==> src/sv/rstc_pkg.sv <==
`timescale 1ns / 1ps

package rstc_pkg;

  localparam logic [1:0] INTERNAL_TICKS = 2'd3;
  localparam logic [1:0] SAMPLE_TICKS   = 2'd2;
  localparam logic [2:0] RELEASE_TICKS  = 3'd6;

  localparam logic [31:0] KEY_VALUE = 32'ha500_0000;
  localparam logic [31:0] KEY_MASK  = 32'hff00_0000;
  localparam logic [20:0] MR_MASK   = 21'h10_0f17;
  localparam logic [20:0] MR_RESET  = 21'h00_0001;

  localparam int unsigned MR_URSTEN    = 0;
  localparam int unsigned MR_URSTASYNC = 2;
  localparam int unsigned MR_URSTIEN   = 4;
  localparam int unsigned MR_ENGCLR    = 20;

  localparam logic [3:0] OP_READ      = 4'd0;
  localparam logic [3:0] OP_WRITE     = 4'd1;
  localparam logic [3:0] OP_PIN       = 4'd2;
  localparam logic [3:0] OP_POWER     = 4'd3;
  localparam logic [3:0] OP_WATCHDOG  = 4'd4;
  localparam logic [3:0] OP_TICK      = 4'd5;
  localparam logic [3:0] OP_COLD      = 4'd6;
  localparam logic [3:0] OP_WAKEUP    = 4'd7;
  localparam logic [3:0] OP_TAKE_WARM = 4'd8;

  localparam logic [3:0] ADDR_CTRL   = 4'd0;
  localparam logic [3:0] ADDR_STATUS = 4'd4;
  localparam logic [3:0] ADDR_MODE   = 4'd8;

  typedef enum logic [2:0] {
    RT_GENERAL  = 3'd0,
    RT_BACKUP   = 3'd1,
    RT_WATCHDOG = 3'd2,
    RT_SOFTWARE = 3'd3,
    RT_USER     = 3'd4,
    RT_NONE     = 3'd7
  } rst_type_e;

  typedef struct packed {
    logic [3:0]  op;
    logic [3:0]  addr;
    logic [31:0] wdata;
    logic        level;
    logic        write_protected;
    logic        system_in_reset;
  } rc_in_t;

  typedef struct packed {
    logic [31:0] rdata;
    logic        irq;
    logic        ext_rst_n;
    logic        core_reset_request;
    logic        system_reset_pulse;
    logic        warm_taken;
    logic        gpbr_clear;
  } rc_out_t;

  typedef struct packed {
    logic [20:0] mode;
    logic [2:0]  last_type;
    rst_type_e   pending;
    logic        user_status;
    logic        sw_busy;
    logic        sw_proc;
    logic        pin;
    logic        power;
    logic        user_active;
    logic        ext_out;
    logic        core_req;
    logic        warm;
    logic [16:0] ext_cnt;
    logic [1:0]  samp_cnt;
    logic [1:0]  int_cnt;
    logic [2:0]  rel_cnt;
    logic        pulse;
  } rc_state_t;

  localparam rc_state_t STATE_RESET = '{
    mode:        MR_RESET,
    last_type:   3'd0,
    pending:     RT_NONE,
    user_status: 1'b1,
    sw_busy:     1'b0,
    sw_proc:     1'b0,
    pin:         1'b1,
    power:       1'b0,
    user_active: 1'b0,
    ext_out:     1'b1,
    core_req:    1'b0,
    warm:        1'b0,
    ext_cnt:     17'd0,
    samp_cnt:    2'd0,
    int_cnt:     2'd0,
    rel_cnt:     3'd0,
    pulse:       1'b0
  };

endpackage

==> src/sv/reset_controller_unit.sv <==
`timescale 1ns / 1ps

// channel  | signals                              | beat when
// ---------+--------------------------------------+--------------------------
// in       | in_valid_i, in_stall_o, in_data_i    | in_valid_i & !in_stall_o
// out      | out_valid_o, out_stall_i, out_data_o | out_valid_o & !out_stall_i
// cfg      | cfg_valid_i, cfg_ready_o, cfg_data_i | cfg_valid_i & cfg_ready_o
//
// one beat per cycle sustained while out_stall_i is low; an input beat goes
// to the input register, then its state update into the result register
// rst_ni clears the state to the cold-reset values and empties both registers
// in_stall_o rises only when the input register is full and the result
// register is held by out_stall_i

module reset_controller_unit
  import rstc_pkg::*;
(
  input  logic    clk_i,
  input  logic    rst_ni,
  input  logic    in_valid_i,
  output logic    in_stall_o,
  input  rc_in_t  in_data_i,
  output logic    out_valid_o,
  input  logic    out_stall_i,
  output rc_out_t out_data_o,
  input  logic    cfg_valid_i,
  output logic    cfg_ready_o,
  input  logic    cfg_data_i
);

  logic      in_valid_q;
  rc_in_t    in_q;
  logic      out_valid_q;
  rc_out_t   out_q;
  rc_out_t   out_d;
  rc_state_t st_q;
  rc_state_t st_d;
  logic      gen_backup_q;
  logic      fire;
  logic      in_take;

  function automatic rc_state_t f_assert_ext(rc_state_t s);
    rc_state_t r;
    r = s;
    r.ext_out = 1'b0;
    r.ext_cnt = 17'd1 << ({1'b0, s.mode[11:8]} + 5'd1);
    return r;
  endfunction

  function automatic rc_state_t f_request(rc_state_t s);
    rc_state_t r;
    r = s;
    r.core_req = 1'b1;
    r.warm     = 1'b1;
    r.pulse    = 1'b1;
    return r;
  endfunction

  function automatic rc_state_t f_user_event(rc_state_t s);
    rc_state_t r;
    r = s;
    if (s.mode[MR_URSTEN] && !s.power && !s.user_active && s.pending == RT_NONE) begin
      r.pending     = RT_USER;
      r.user_active = 1'b1;
      r = f_assert_ext(r);
      r = f_request(r);
    end
    return r;
  endfunction

  function automatic rc_state_t f_internal_done(rc_state_t s);
    rc_state_t r;
    logic      proc;
    r = s;
    proc = (s.pending == RT_WATCHDOG) || (s.pending == RT_SOFTWARE && s.sw_proc);
    r.sw_busy = 1'b0;
    r.sw_proc = 1'b0;
    r.warm    = 1'b0;
    if (proc) begin
      if (!s.pin && !s.power && s.mode[MR_URSTEN]) begin
        r.pending     = RT_USER;
        r.user_active = 1'b1;
        r = f_assert_ext(r);
      end else begin
        r.last_type = s.pending;
        r.pending   = RT_NONE;
        r.core_req  = 1'b0;
      end
    end
    return r;
  endfunction

  function automatic rc_state_t f_clear_active(rc_state_t s);
    rc_state_t r;
    r = s;
    r.samp_cnt    = 2'd0;
    r.int_cnt     = 2'd0;
    r.rel_cnt     = 3'd0;
    r.pending     = RT_NONE;
    r.sw_busy     = 1'b0;
    r.sw_proc     = 1'b0;
    r.user_active = 1'b0;
    r.core_req    = 1'b0;
    r.warm        = 1'b0;
    return r;
  endfunction

  assign fire        = in_valid_q && (!out_valid_q || !out_stall_i);
  assign in_stall_o  = in_valid_q && !fire;
  assign in_take     = in_valid_i && !in_stall_o;
  assign cfg_ready_o = 1'b1;
  assign out_valid_o = out_valid_q;
  assign out_data_o  = out_q;

  always_comb begin
    rc_state_t s;
    logic [31:0] rdata;
    logic [2:0]  t;
    logic        taken;
    logic        active;
    s     = st_q;
    rdata = 32'd0;
    taken = 1'b0;
    t     = 3'd0;
    active = 1'b0;
    s.pulse = 1'b0;
    case (in_q.op)
      OP_READ: begin
        if (in_q.addr == ADDR_MODE) begin
          rdata = {11'd0, s.mode};
        end else if (in_q.addr == ADDR_STATUS) begin
          t = s.last_type;
          if (t == RT_GENERAL && gen_backup_q) begin
            t = RT_BACKUP;
          end
          rdata = {14'd0, s.sw_busy, s.pin && !s.power, 5'd0, t, 7'd0, s.user_status};
          s.user_status = 1'b0;
        end
      end
      OP_WRITE: begin
        if (in_q.addr == ADDR_CTRL) begin
          if ((in_q.wdata & KEY_MASK) == KEY_VALUE && !s.sw_busy && s.pending == RT_NONE
              && (in_q.wdata[0] || in_q.wdata[3])) begin
            s.sw_busy = 1'b1;
            s.sw_proc = in_q.wdata[0];
            s.int_cnt = INTERNAL_TICKS;
            if (in_q.wdata[3]) begin
              s = f_assert_ext(s);
            end
            if (in_q.wdata[0]) begin
              s.pending = RT_SOFTWARE;
              s = f_request(s);
            end
          end
        end else if (in_q.addr == ADDR_MODE) begin
          if ((in_q.wdata & KEY_MASK) == KEY_VALUE && !in_q.write_protected) begin
            s.mode = in_q.wdata[20:0] & MR_MASK;
          end
        end
      end
      OP_PIN: begin
        s.pin = in_q.level;
        if (st_q.pin && !in_q.level) begin
          s.user_status = 1'b1;
          if (s.user_active) begin
            s.rel_cnt = 3'd0;
          end else if (s.mode[MR_URSTASYNC]) begin
            s = f_user_event(s);
          end else begin
            s.samp_cnt = SAMPLE_TICKS;
          end
        end else if (!st_q.pin && in_q.level) begin
          s.samp_cnt = 2'd0;
          if (!s.power && s.pending == RT_BACKUP) begin
            s = f_request(s);
          end else if (s.user_active && s.pending == RT_USER) begin
            s.rel_cnt = RELEASE_TICKS;
          end
        end
      end
      OP_POWER: begin
        if (s.power != in_q.level) begin
          s.power = in_q.level;
          if (in_q.level) begin
            s.int_cnt     = 2'd0;
            s.rel_cnt     = 3'd0;
            s.sw_busy     = 1'b0;
            s.sw_proc     = 1'b0;
            s.user_active = 1'b0;
            s.user_status = 1'b1;
            s.pending     = RT_BACKUP;
            s = f_assert_ext(s);
          end else if (s.pin && s.pending == RT_BACKUP && !in_q.system_in_reset) begin
            s = f_request(s);
          end
        end
      end
      OP_WATCHDOG: begin
        if (in_q.level) begin
          if (s.pending != RT_BACKUP && s.pending != RT_USER) begin
            s.rel_cnt     = 3'd0;
            s.sw_busy     = 1'b0;
            s.sw_proc     = 1'b0;
            s.user_active = 1'b0;
            s.pending     = RT_WATCHDOG;
            s = f_assert_ext(s);
            s.core_req    = 1'b1;
            s.warm        = 1'b1;
            s.int_cnt     = INTERNAL_TICKS;
          end
        end else if (s.pending == RT_WATCHDOG && !in_q.system_in_reset) begin
          s.pending  = RT_NONE;
          s.warm     = 1'b0;
          s.int_cnt  = 2'd0;
          s.ext_cnt  = 17'd0;
          s.ext_out  = 1'b1;
          s.core_req = 1'b0;
        end
      end
      OP_TICK: begin
        if (s.ext_cnt != 17'd0) begin
          s.ext_cnt = s.ext_cnt - 17'd1;
          if (s.ext_cnt == 17'd0) begin
            s.ext_out = 1'b1;
          end
        end
        if (s.samp_cnt != 2'd0) begin
          s.samp_cnt = s.samp_cnt - 2'd1;
          if (s.samp_cnt == 2'd0 && !s.pin) begin
            s = f_user_event(s);
          end
        end
        if (s.int_cnt != 2'd0) begin
          s.int_cnt = s.int_cnt - 2'd1;
          if (s.int_cnt == 2'd0) begin
            s = f_internal_done(s);
          end
        end
        if (s.rel_cnt != 3'd0) begin
          s.rel_cnt = s.rel_cnt - 3'd1;
          if (s.rel_cnt == 3'd0 && s.user_active && s.pin && !s.power
              && s.pending == RT_USER) begin
            s.user_active = 1'b0;
            s.last_type   = RT_USER;
            s.pending     = RT_NONE;
            s.core_req    = 1'b0;
            s.warm        = 1'b0;
          end
        end
      end
      OP_COLD: begin
        s = STATE_RESET;
      end
      OP_WAKEUP: begin
        active = (s.pending == RT_SOFTWARE && s.sw_busy && s.sw_proc)
              || (s.pending == RT_WATCHDOG && s.int_cnt != 2'd0)
              || (s.pending == RT_USER && s.user_active)
              || (s.pending == RT_BACKUP && s.power);
        if (!active) begin
          if (s.pending != RT_NONE) begin
            s.last_type = s.pending;
          end
          s = f_clear_active(s);
        end
      end
      OP_TAKE_WARM: begin
        taken  = s.warm;
        s.warm = 1'b0;
      end
      default: begin
      end
    endcase
    st_d = s;
    out_d.rdata              = rdata;
    out_d.irq                = s.user_status && !s.mode[MR_URSTEN] && s.mode[MR_URSTIEN];
    out_d.ext_rst_n          = s.ext_out;
    out_d.core_reset_request = s.core_req;
    out_d.system_reset_pulse = s.pulse;
    out_d.warm_taken         = taken;
    out_d.gpbr_clear         = s.mode[MR_ENGCLR];
  end

  always_ff @(posedge clk_i or negedge rst_ni) begin
    if (!rst_ni) begin
      in_valid_q   <= 1'b0;
      out_valid_q  <= 1'b0;
      st_q         <= STATE_RESET;
      gen_backup_q <= 1'b0;
    end else begin
      if (in_take) begin
        in_valid_q <= 1'b1;
      end else if (fire) begin
        in_valid_q <= 1'b0;
      end
      if (fire) begin
        out_valid_q <= 1'b1;
        st_q        <= st_d;
      end else if (!out_stall_i) begin
        out_valid_q <= 1'b0;
      end
      if (cfg_valid_i) begin
        gen_backup_q <= cfg_data_i;
      end
    end
  end

  always_ff @(posedge clk_i) begin
    if (in_take) begin
      in_q <= in_data_i;
    end
    if (fire) begin
      out_q <= out_d;
    end
  end

endmodule

==> config.mk <==
export PLATFORM = sky130hd
export DESIGN_NAME = reset_controller_unit
export DESIGN_NICKNAME = d
export VERILOG_FILES = /design/src/sv/rstc_pkg.sv /design/src/sv/reset_controller_unit.sv
export SDC_FILE = /design/constraint.sdc
export NUM_CORES = 1
export LEC_CHECK = 0
export BUFFER_PORTS_ARGS = -buffer_cell sky130_fd_sc_hd__buf_2
export CELL_PAD_IN_SITES_DETAIL_PLACEMENT = 1
export CELL_PAD_IN_SITES_GLOBAL_PLACEMENT = 1
export CORE_ASPECT_RATIO = 0.8
export CORE_UTILIZATION = 49
export DETAILED_ROUTE_END_ITERATION = 16
export GPL_TIMING_DRIVEN = 0
export HOLD_SLACK_MARGIN = 0.12
export PLACE_DENSITY = 0.88
export REMOVE_ABC_BUFFERS = 1
export SYNTH_ARGS = -nofsm -noshare
export SYNTH_HDL_FRONTEND = slang
export SYNTH_SLANG_ARGS = --single-unit
==> constraint.sdc <==
create_clock -name clk_i -period 4.35 [get_ports clk_i]
set_input_delay 0 -clock clk_i [delete_from_list [all_inputs] [get_ports clk_i]]
set_output_delay 0 -clock clk_i [all_outputs]
set_load 0.05 [all_outputs]
After elaboration in Yosys (flattened, before gate mapping)
Index checks and enable logic that the tools add are counted.
{"block": "word_totals", "ff_bits": 144, "wordCells": 264}
{"block": "op_classes", "addsub": 6, "eq_ne": 53, "shifts": 2, "n_mux": 71, "bitwise": 5, "reduce_logical": 92}
{"operator": "$mux W37", "n": 8}
{"operator": "$mux W40", "n": 5}
{"operator": "$pmux W27 S7", "n": 1}
{"operator": "$pmux W25 S7", "n": 1}
{"operator": "$mux W61", "n": 2}
{"operator": "$mux W21", "n": 4}
{"operator": "$mux W60", "n": 1}
{"operator": "$mux W27", "n": 2}
{"operator": "$reduce_and A10 Y1", "n": 5}
{"operator": "$pmux W7 S7", "n": 1}
{"operator": "$ne A3 B3 Y1 const B", "n": 16}
{"operator": "$mux W43", "n": 1}
{"operator": "$mux W20", "n": 2}
{"operator": "$mux W39", "n": 1}
{"operator": "$mux W35", "n": 1}
{"operator": "$logic_and A1 B1 Y1", "n": 34}
{"operator": "$shl A1 B5 Y17 const A", "n": 2}
{"operator": "$mux W6", "n": 5}
{"operator": "$ne A2 B2 Y1 const B", "n": 15}
{"operator": "$mux W28", "n": 1}
{"operator": "$reduce_and A13 Y1", "n": 2}
{"operator": "$mux W25", "n": 1}
{"operator": "$mux W3", "n": 8}
{"operator": "$mux W23", "n": 1}
{"operator": "42 further kinds", "n": 109}

Depth between registers and ports, before layout
Gate-level depths: netlist of run 1.
{"block": "logic_depth", "depth_word": 28, "mapped_depth": 9}

Least setup slack after synthesis of run 1
OpenSTA, ideal clock, no wires.
{"block": "synth_timing", "kind": "reg2reg", "start": "register out_valid_q (netlist: out_valid_o)", "end": "register st_q[21] (netlist name)", "setup_ns": 0.125, "arrival_ns": 2.614, "required_ns": 4.225, "slack_ns": 1.611, "path_stages_with_launch": 9, "cell_sequence": "dfrtp_1 a21bo_2 inv_1 nand2b_1 nor4_1 o21a_1 and2_1 buf_2 mux2_2"}
{"block": "synth_between", "elab_chain_cells": 4}
{"element": "start, declared", "line": "reset_controller_unit.sv:33", "source": "logic out_valid_q;"}
{"element": "start signal, assigned", "line": "reset_controller_unit.sv:286", "source": "out_valid_q <= 1'b0;"}
{"element": "start signal, assigned", "line": "reset_controller_unit.sv:296", "source": "out_valid_q <= 1'b1;"}
{"element": "start signal, assigned", "line": "reset_controller_unit.sv:299", "source": "out_valid_q <= 1'b0;"}
{"element": "$logic_not A1 Y1", "line": "reset_controller_unit.sv:108", "source": "assign fire = in_valid_q && (!out_valid_q || !out_stall_i);"}
{"element": "$logic_or A1 B1 Y1", "line": "reset_controller_unit.sv:108"}
{"element": "$logic_and A1 B1 Y1", "line": "reset_controller_unit.sv:108"}
{"element": "net fire", "line": "reset_controller_unit.sv:39", "source": "logic fire;"}
{"element": "$reduce_and A13 Y1 (no line)"}
{"element": "end signal, assigned", "line": "reset_controller_unit.sv:297", "source": "st_q <= st_d;"}
{"element": "end, declared", "line": "reset_controller_unit.sv:36", "source": "rc_state_t st_q;"}
The timed path passes the listed nets, and every way through them passes these cells.
A chain may end at the register's enable or synchronous reset.

Final worst setup path of run 1
{"block": "layout_timing", "start": "register in_valid_q", "end": "register st_q[21] (netlist name)"}
{"block": "layout_between", "elab_chain_cells": 2}
{"element": "start, declared", "line": "reset_controller_unit.sv:31", "source": "logic in_valid_q;"}
{"element": "start signal, assigned", "line": "reset_controller_unit.sv:285", "source": "in_valid_q <= 1'b0;"}
{"element": "start signal, assigned", "line": "reset_controller_unit.sv:291", "source": "in_valid_q <= 1'b1;"}
{"element": "start signal, assigned", "line": "reset_controller_unit.sv:293", "source": "in_valid_q <= 1'b0;"}
{"element": "$logic_and A1 B1 Y1", "line": "reset_controller_unit.sv:108"}
{"element": "net fire", "line": "reset_controller_unit.sv:39"}
{"element": "$reduce_and A13 Y1 (no line)"}
The timed path passes the listed nets, and every way through them passes these cells.

==> key figures, run 1 <==
Routing
  • Antenna-violating nets left: 0
  • Initial drt markers: just under 700
  • WL/cell: 27.4 µm
  • TritonRoute pass-1 iters: 5
  • Detailed Route WL: 22400 µm
  • # DRC: 0
  • Vias/cell: 7.01
  • Via count: 5727

Yosys
  • Yosys warning count: 0
  • Cells after Synth: 592
  • Seq/Total Area, Yosys: 44.0%
  • Number of library cell types mapped by synthesis: 83
  • Yosys top cell by area: edfxtp_1
  • Cell Area, Synth: 6060 µm²
  • Dominant synthesized flop cell: edfxtp_1
  • Largest cells by area after synthesis: edfxtp_1 23%, dfrtp_1 18%, a22o_1 3.9%
  • Flops & latches, synth: 97
  • Post-synth EDFFs: 46
  • Syn avg cell area: 10.2 µm²
  • Synth top area share: 22.8%
  • Synth async-reset ratio: 52.6%

Power and ir drop
  • Leak: 0.00285 µW
  • VDD IR max: between 0.2 and 0.25 mV
  • Power per standard cell area: 393 nW/µm²
  • Total power: 2730 µW

Setup path
  • Arrival @ worst endpoint: around 4300 ps
  • Max incr delay on CP: roughly 760 ps
  • Worst path slowest cell: inv_1
  • Crit-path cells: a21bo_2 -> inv_1 -> nand2b_1 -> nor4_1 -> o21a_1 -> and2_1 -> mux2_2
  • WS Path Type: flop to flop
  • Required @ worst endpoint: 4590 ps
  • CP Launch Type: flop
  • Buf/Inv on CP: 1
  • Family with the most delay on the worst path: simple AND/OR/NAND/NOR gates
  • CP max FO: 22
  • CP Capture Type: flop

Global route
  • Total track usage: 36.3%
  • Initial antenna violation count: 0
  • Largest net degree at the start of global routing: 52
  • Vias in the first global route: between 5000 and 6000
  • Gr ovfl total: 0
  • First-pass GRT wire length: about 34000 µm

Clock tree
  • Num CTS Buffers: 9
  • Reg clk slew, reported paths: 80 ps
  • Root buf cell: clkbuf_16
  • CTS resizes: 0
  • Clock sinks: 97
  • CTS tree: built
  • Longest Clk Path Bufs: 2
  • Clk_lat worst skew: 360 ps
  • CTS HTree Levels: 3

Place
  • Dpl hpwl: roughly 14000 µm
  • Placer's final routability congestion estimate: 0.941
  • Port Buffers: 53

Timing
  • Final setup vio count: 0
  • Worst-margin pin slew: 1000 ps
  • Final hold violation count: 0
  • Rel. slew slack: 33.0%
  • Clock skew: 17.1 ps
  • FMAX: 0.247 GHz
  • Slew Viols, Final: 0
  • RSZ-0062 raised after global routing: false
  • Hold slack: 255 ps
  • Final period util: slightly above 90%
  • Min Tclk post-route: roughly 4000 ps

Finish
  • # diodes: 0
  • Layout cells sized above 1: 17.9%
  • Area growth, synth to finish: 14.8%
  • Final nets: 722

Floorplanning
  • Initial Utilization: roughly half
  • Width of the chip: 126 µm
  • Core area: ~12000 µm²
  • Die footprint: 12800 µm²
  • Standard-cell rows: 35
  • Die Height: 101 µm
  • Top Ports: 90

Run
  • Max Cap Violations: 0

Status
  • Status: completed

Hold path
  • Hold Path Class: input port to async pin
## synthesized netlist by cell type, drive strengths merged (5+ instances only)
cell type   n
edfxtp     46
dfrtp      44
nand2      40
buf        39
nor2       30
a22o       27
a21oi      26
o21ai      24
nand4      22
inv        18
and2       14
nor3       14
o211ai     13
a31oi      12
nand3      12
and3       11
nand2b     11
clkbuf     10
nor4       10
o32ai      10
ha          9
nand3b      9
a21o        8
or2         8
dfstp       7
mux2        7
nor4b       7
or4b        6
a211oi      5
and4bb      5
mux2i       5
o21a        5
o22ai       5
or3         5
or4         5
## worst reg2reg max path, cell delays in order, from the launching register on
cell and delay (ps):
dfrtp_1 400, a21bo_2 340, inv_1 770, nand2b_1 380, nor4_1 330, o21a_1 610, and2_1 690, mux2_2 420
## where the power goes
part | leakage (µW) | internal (µW) | switching [µW]
Sequential | 0.00112 | 1050 | 124
Combinational | 0.00160 | 257 | 481
Clock | 0.000139 | 416 | 404
Total | 0.00285 | 1720 | 1010
## final timing paths
| check | endpoint | start | depth (start not counted) | slack [ps] |
|---|---|---|---|---|
| setup / recovery | st_q[21]$_DFFE_PN0P_ | in_valid_q$_DFFE_PN0P_ | 7 | 300 |
| hold / removal | st_q[3]$_DFFE_PN0P_ | rst_ni | 2 | 260 |
| setup reg to reg | st_q[21]$_DFFE_PN0P_ | in_valid_q$_DFFE_PN0P_ | 7 | 300 |
| hold reg to reg | st_q[51]$_DFFE_PN0P_ | in_q[14]$_DFFE_PP_ | 1 | 500 |
| max in group asynchronous | st_q[24]$_DFFE_PN0P_ | rst_ni | 2 | 3610 |
| min in group clk_i | in_q[40]$_DFFE_PP_ | in_data_i[40] | 2 | 350 |
## metal layers
layer  up-vias  global-route usage [%]  share of wire (%)
li1       2414                       -                  -
met1      2885                    49.4                 42
met2       371                    56.0                 45
met3        57                    9.24                9.9
met4         0                    13.6                3.2
met5         -                       0                  0
## metrics by stage
stage,std cells,setup WS [ps],area [µm²],TNS [ps],utilization (%)
after detailed placement,766,389,6310,0,53.6
final,817,302,6960,0,59.1
after global routing,817,118,6960,0,59.1
after CTS,817,339,6950,0,59.0
after global placement,764,-62.0,6270,-62.0,53.3
after floorplan,563,1190,5820,0,-
## state kept, by name, indices dropped and copies added, names as in the netlist
register	flops
in_q	29
out_data_o	17
in_valid_q	1
gen_backup_q	1
st_q	48
out_valid_o	1
## final cells by class
cell class | instances | area (µm²)
clock buffer | 11 | 243
tap | 148 | 185
sequential | 97 | 2670
inverter | 18 | 67.6
clock inverter | 5 | 45.0
multi-input combinational | 448 | 3110
fill | 1270 | 4820
timing repair buffer | 90 | 641
## layout by cell type (no fill, tap or decap), types with 11 or more instances in the layout
| cell type | instances |
|---|---|
| a31oi_1 | 12 |
| nor2_1 | 30 |
| inv_1 | 18 |
| a22o_1 | 27 |
| and3_1 | 11 |
| o211ai_1 | 13 |
| nand3_1 | 11 |
| buf_2 | 52 |
| dlygate4sd3_1 | 35 |
| edfxtp_1 | 46 |
| nor3_1 | 13 |
| nand4_1 | 22 |
| and2_1 | 13 |
| o21ai_0 | 22 |
| a21oi_1 | 26 |
| conb_1 | 22 |
| nand2b_1 | 11 |
| dfrtp_1 | 44 |
| nand2_1 | 39 |
## timing repair
item	in CTS	in global routing
setup buffers	0	0
hold buffers	35	0
endpoints found under the hold margin	76	0
## cell families (layout without fill, tap and decap cells)
group | count (synthesis) | in the layout | synth area share [%]
buffers and inverters | 67 | 124 | 6.27
adder cells (fa/ha/maj) | 9 | 9 | 1.86
other | 2 | 22 | 0.124
AO/OA/AOI/OAI | 168 | 168 | 20.0
AND/OR/NAND/NOR | 231 | 231 | 24.8
flip-flops | 97 | 97 | 44.0
XOR/XNOR | 6 | 6 | 0.867
multiplexers | 12 | 12 | 2.13
Note: power is estimated with default switching activity, not from simulation.
==> run 2: changes to the inputs <==
--- a/config.mk
+++ b/config.mk
@@ -6,15 +6,14 @@
 export NUM_CORES = 1
 export LEC_CHECK = 0
 export BUFFER_PORTS_ARGS = -buffer_cell sky130_fd_sc_hd__buf_2
-export CELL_PAD_IN_SITES_DETAIL_PLACEMENT = 1
-export CELL_PAD_IN_SITES_GLOBAL_PLACEMENT = 1
 export CORE_ASPECT_RATIO = 0.8
-export CORE_UTILIZATION = 49
+export CORE_UTILIZATION = 62
 export DETAILED_ROUTE_END_ITERATION = 16
 export GPL_TIMING_DRIVEN = 0
 export HOLD_SLACK_MARGIN = 0.12
-export PLACE_DENSITY = 0.88
+export PLACE_DENSITY = 0.87
 export REMOVE_ABC_BUFFERS = 1
+export SETUP_SLACK_MARGIN = 0.5
 export SYNTH_ARGS = -nofsm -noshare
 export SYNTH_HDL_FRONTEND = slang
 export SYNTH_SLANG_ARGS = --single-unit
==> key figures, run 2 (synthesis results as in run 1) <==
Status
  • Status: completed

Power and ir drop
  • VDD IR max: 0.359 mV (+59%)
  • Power per standard cell area: 394 nW/µm² (+0.22%)
  • Total power: 2740 µW (+0.20%)
  • Leak: 0.00287 µW (+0.50%)

Timing
  • Final period util: 83.2% (-9.8 points)
  • Slew Viols, Final: 0 (unchanged)
  • Worst-margin pin slew: 1260 ps (+261 ps)
  • Rel. slew slack: 15.7% (-17 points)
  • RSZ-0062 raised after global routing: false
  • Final setup vio count: 0 (unchanged)
  • PnR worst setup slack: 730 ps (+428 ps)
  • Final hold violation count: 0 (unchanged)
  • Setup TNS: 0 ps (unchanged)
  • Min Tclk post-route: 3620 ps (-428 ps)
  • FMAX: 0.276 GHz (+12%)
  • Clock skew: 17.4 ps (+0.304 ps)

Routing
  • WL/cell: 25.1 µm (-8.3%)
  • TritonRoute pass-1 iters: 6 (+1)
  • Via count: 5698 (-0.51%)
  • Initial drt markers: 712 (+5.8%)
  • Vias/cell: 7.26 (+3.5%)
  • Antenna-violating nets left: 0 (unchanged)
  • # DRC: 0 (unchanged)
  • Detailed Route WL: 19700 µm (-12%)

Floorplanning
  • Width of the chip: 113 µm (-11%)
  • Top Ports: 90 (unchanged)
  • Die Height: 90.4 µm (-11%)
  • Initial Utilization: 65.4% (+14 points)
  • Die footprint: 10200 µm² (-21%)
  • Standard-cell rows: 31 (-11%)
  • Core area: 9270 µm² (-21%)

Place
  • Placer's final routability congestion estimate: 0.956 (+1.6%)
  • Dpl hpwl: 12700 µm (-10%)
  • Pre-CTS setup slack: 571 ps (+183 ps)
  • Port Buffers: 53 (unchanged)

Clock tree
  • Clock sinks: 97 (unchanged)
  • Root buf cell: clkbuf_16
  • Longest Clk Path Bufs: 2 (unchanged)
  • Post-CTS Setup Inserts: 0 (unchanged)
  • CTS HTree Levels: 3 (unchanged)
  • CTS tree: built
  • Reg clk slew, reported paths: 80 ps (about the same)
  • Num CTS Buffers: 9 (unchanged)
  • Clk_lat worst skew: 360 ps (about the same)

Setup path
  • WS Path Type: flop to flop
  • CP Capture Type: flop
  • Capturing point of the worst reg2reg path: st_q[21]$_DFFE_PN0P_
  • Required @ worst endpoint: 4590 ps (about the same)
  • CP max FO: 26 (+18%)
  • R2r worst-path depth: 6 (-1)
  • Arrival @ worst endpoint: 3860 ps (-420 ps)
  • Worst R2R Start: in_q[41]$_DFFE_PP_
  • Worst R2R Setup Slack: 730 ps (+430 ps)
  • CP Launch Type: flop

Global route
  • Gr ovfl total: 0 (unchanged)
  • Initial antenna violation count: 0 (unchanged)
  • Total track usage: 39.6% (+3.4 points)
  • Largest net degree at the start of global routing: 52 (unchanged)
  • Vias in the first global route: 5421 (-4.3%)
  • First-pass GRT wire length: 30400 µm (-12%)

Finish
  • Area growth, synth to finish: 14.7% (about the same)
  • Most frequent cells in the layout: 53 x buf_2, 46 x edfxtp_1, 44 x dfrtp_1, 39 x nand2_1, 35 x dlygate4sd3_1
  • Final nets: 723 (+0.14%)
  • Largest register FFs: 48 (unchanged)
  • Commonest non-fill, non-tap cell in the layout: buf_2
  • Largest Register: st_q
  • Fill cell count: 593 (-53%)
  • # diodes: 0 (unchanged)
  • Layout cells sized above 1: 18.1% (+0.12 points)

Hold path
  • Hold Path Class: input port to async pin

Run
  • Max Cap Violations: 0 (unchanged)
## run 2: cell types whose count changed in the layout (fill, tap and decap cells not counted), sizes merged
cell / change
bufinv: +1
clkbuf: -1
buf: +1
## run 2: what timing repair did
item                                    in CTS  in global routing
resized for setup                            0                  1
hold endpoints to repair                    76                  0
endpoints found under the setup margin       0                 10
hold buffers                                35                  0
## run 2: where the power goes
| group | switching, µW | internal, µW |
|---|---|---|
| registers | 121 | 1050 |
| logic | 457 | 258 |
| clock network | 389 | 461 |
## run 2: critical path: stages (launching register included)
cell,delay (ps)
edfxtp_1,810
nor4b_2,370
and4_1,340
nor4_1,280
o21a_1,600
and2_1,690
mux2_2,410
## run 2: worst max path at each step
| stage | from | cells after the start | endpoint | slack [ps] |
|---|---|---|---|---|
| 4_1_cts | in_valid_q$_DFFE_PN0P_ | 7 | st_q[21]$_DFFE_PN0P_ | 540 |
| 6_report | in_q[41]$_DFFE_PP_ | 6 | st_q[21]$_DFFE_PN0P_ | 730 |
| 3_5_place_dp | in_valid_q$_DFFE_PN0P_ | 7 | st_q[21]$_DFFE_PN0P_ | 570 |
| 2_1_floorplan | st_q[35]$_DFFE_PN1P_ | 5 | st_q[21]$_DFFE_PN0P_ | 1190 |
| 3_3_place_gp | in_q[41]$_DFFE_PP_ | 6 | st_q[21]$_DFFE_PN0P_ | 110 |
| 5_1_grt | in_q[42]$_DFFE_PP_ | 6 | st_q[21]$_DFFE_PN0P_ | 640 |
## run 2: area by class of cell
class / count / area, µm² / area share (%)
timing repair buffer: 91 / 658 / 9.46
multi-input combinational: 448 / 3110 / 44.7
inverter: 18 / 71.3 / 1.03
sequential: 97 / 2670 / 38.3
clock buffer: 10 / 229 / 3.29
tap: 115 / 144 / 2.07
clock inverter: 6 / 78.8 / 1.13
## run 2: stage by stage
step	util, %	hold WS [ps]	instances	cell area, µm²
2_1_floorplan	-	-296	563	5820
3_3_place_gp	67.2	176	731	6230
3_5_place_dp	67.7	178	733	6270
4_1_cts	74.8	346	784	6930
5_1_grt	75.0	197	785	6960
6_report	75.0	133	785	6960
## run 2: layer usage
layer  GRT usage [%]  vias to the layer above  wire, µm
li1                -                     2424         -
met1            54.8                     2729      7870
met2            59.2                      467      8670
met3            12.6                       78      2540
met4            12.8                        0       632
met5               0                        -         0
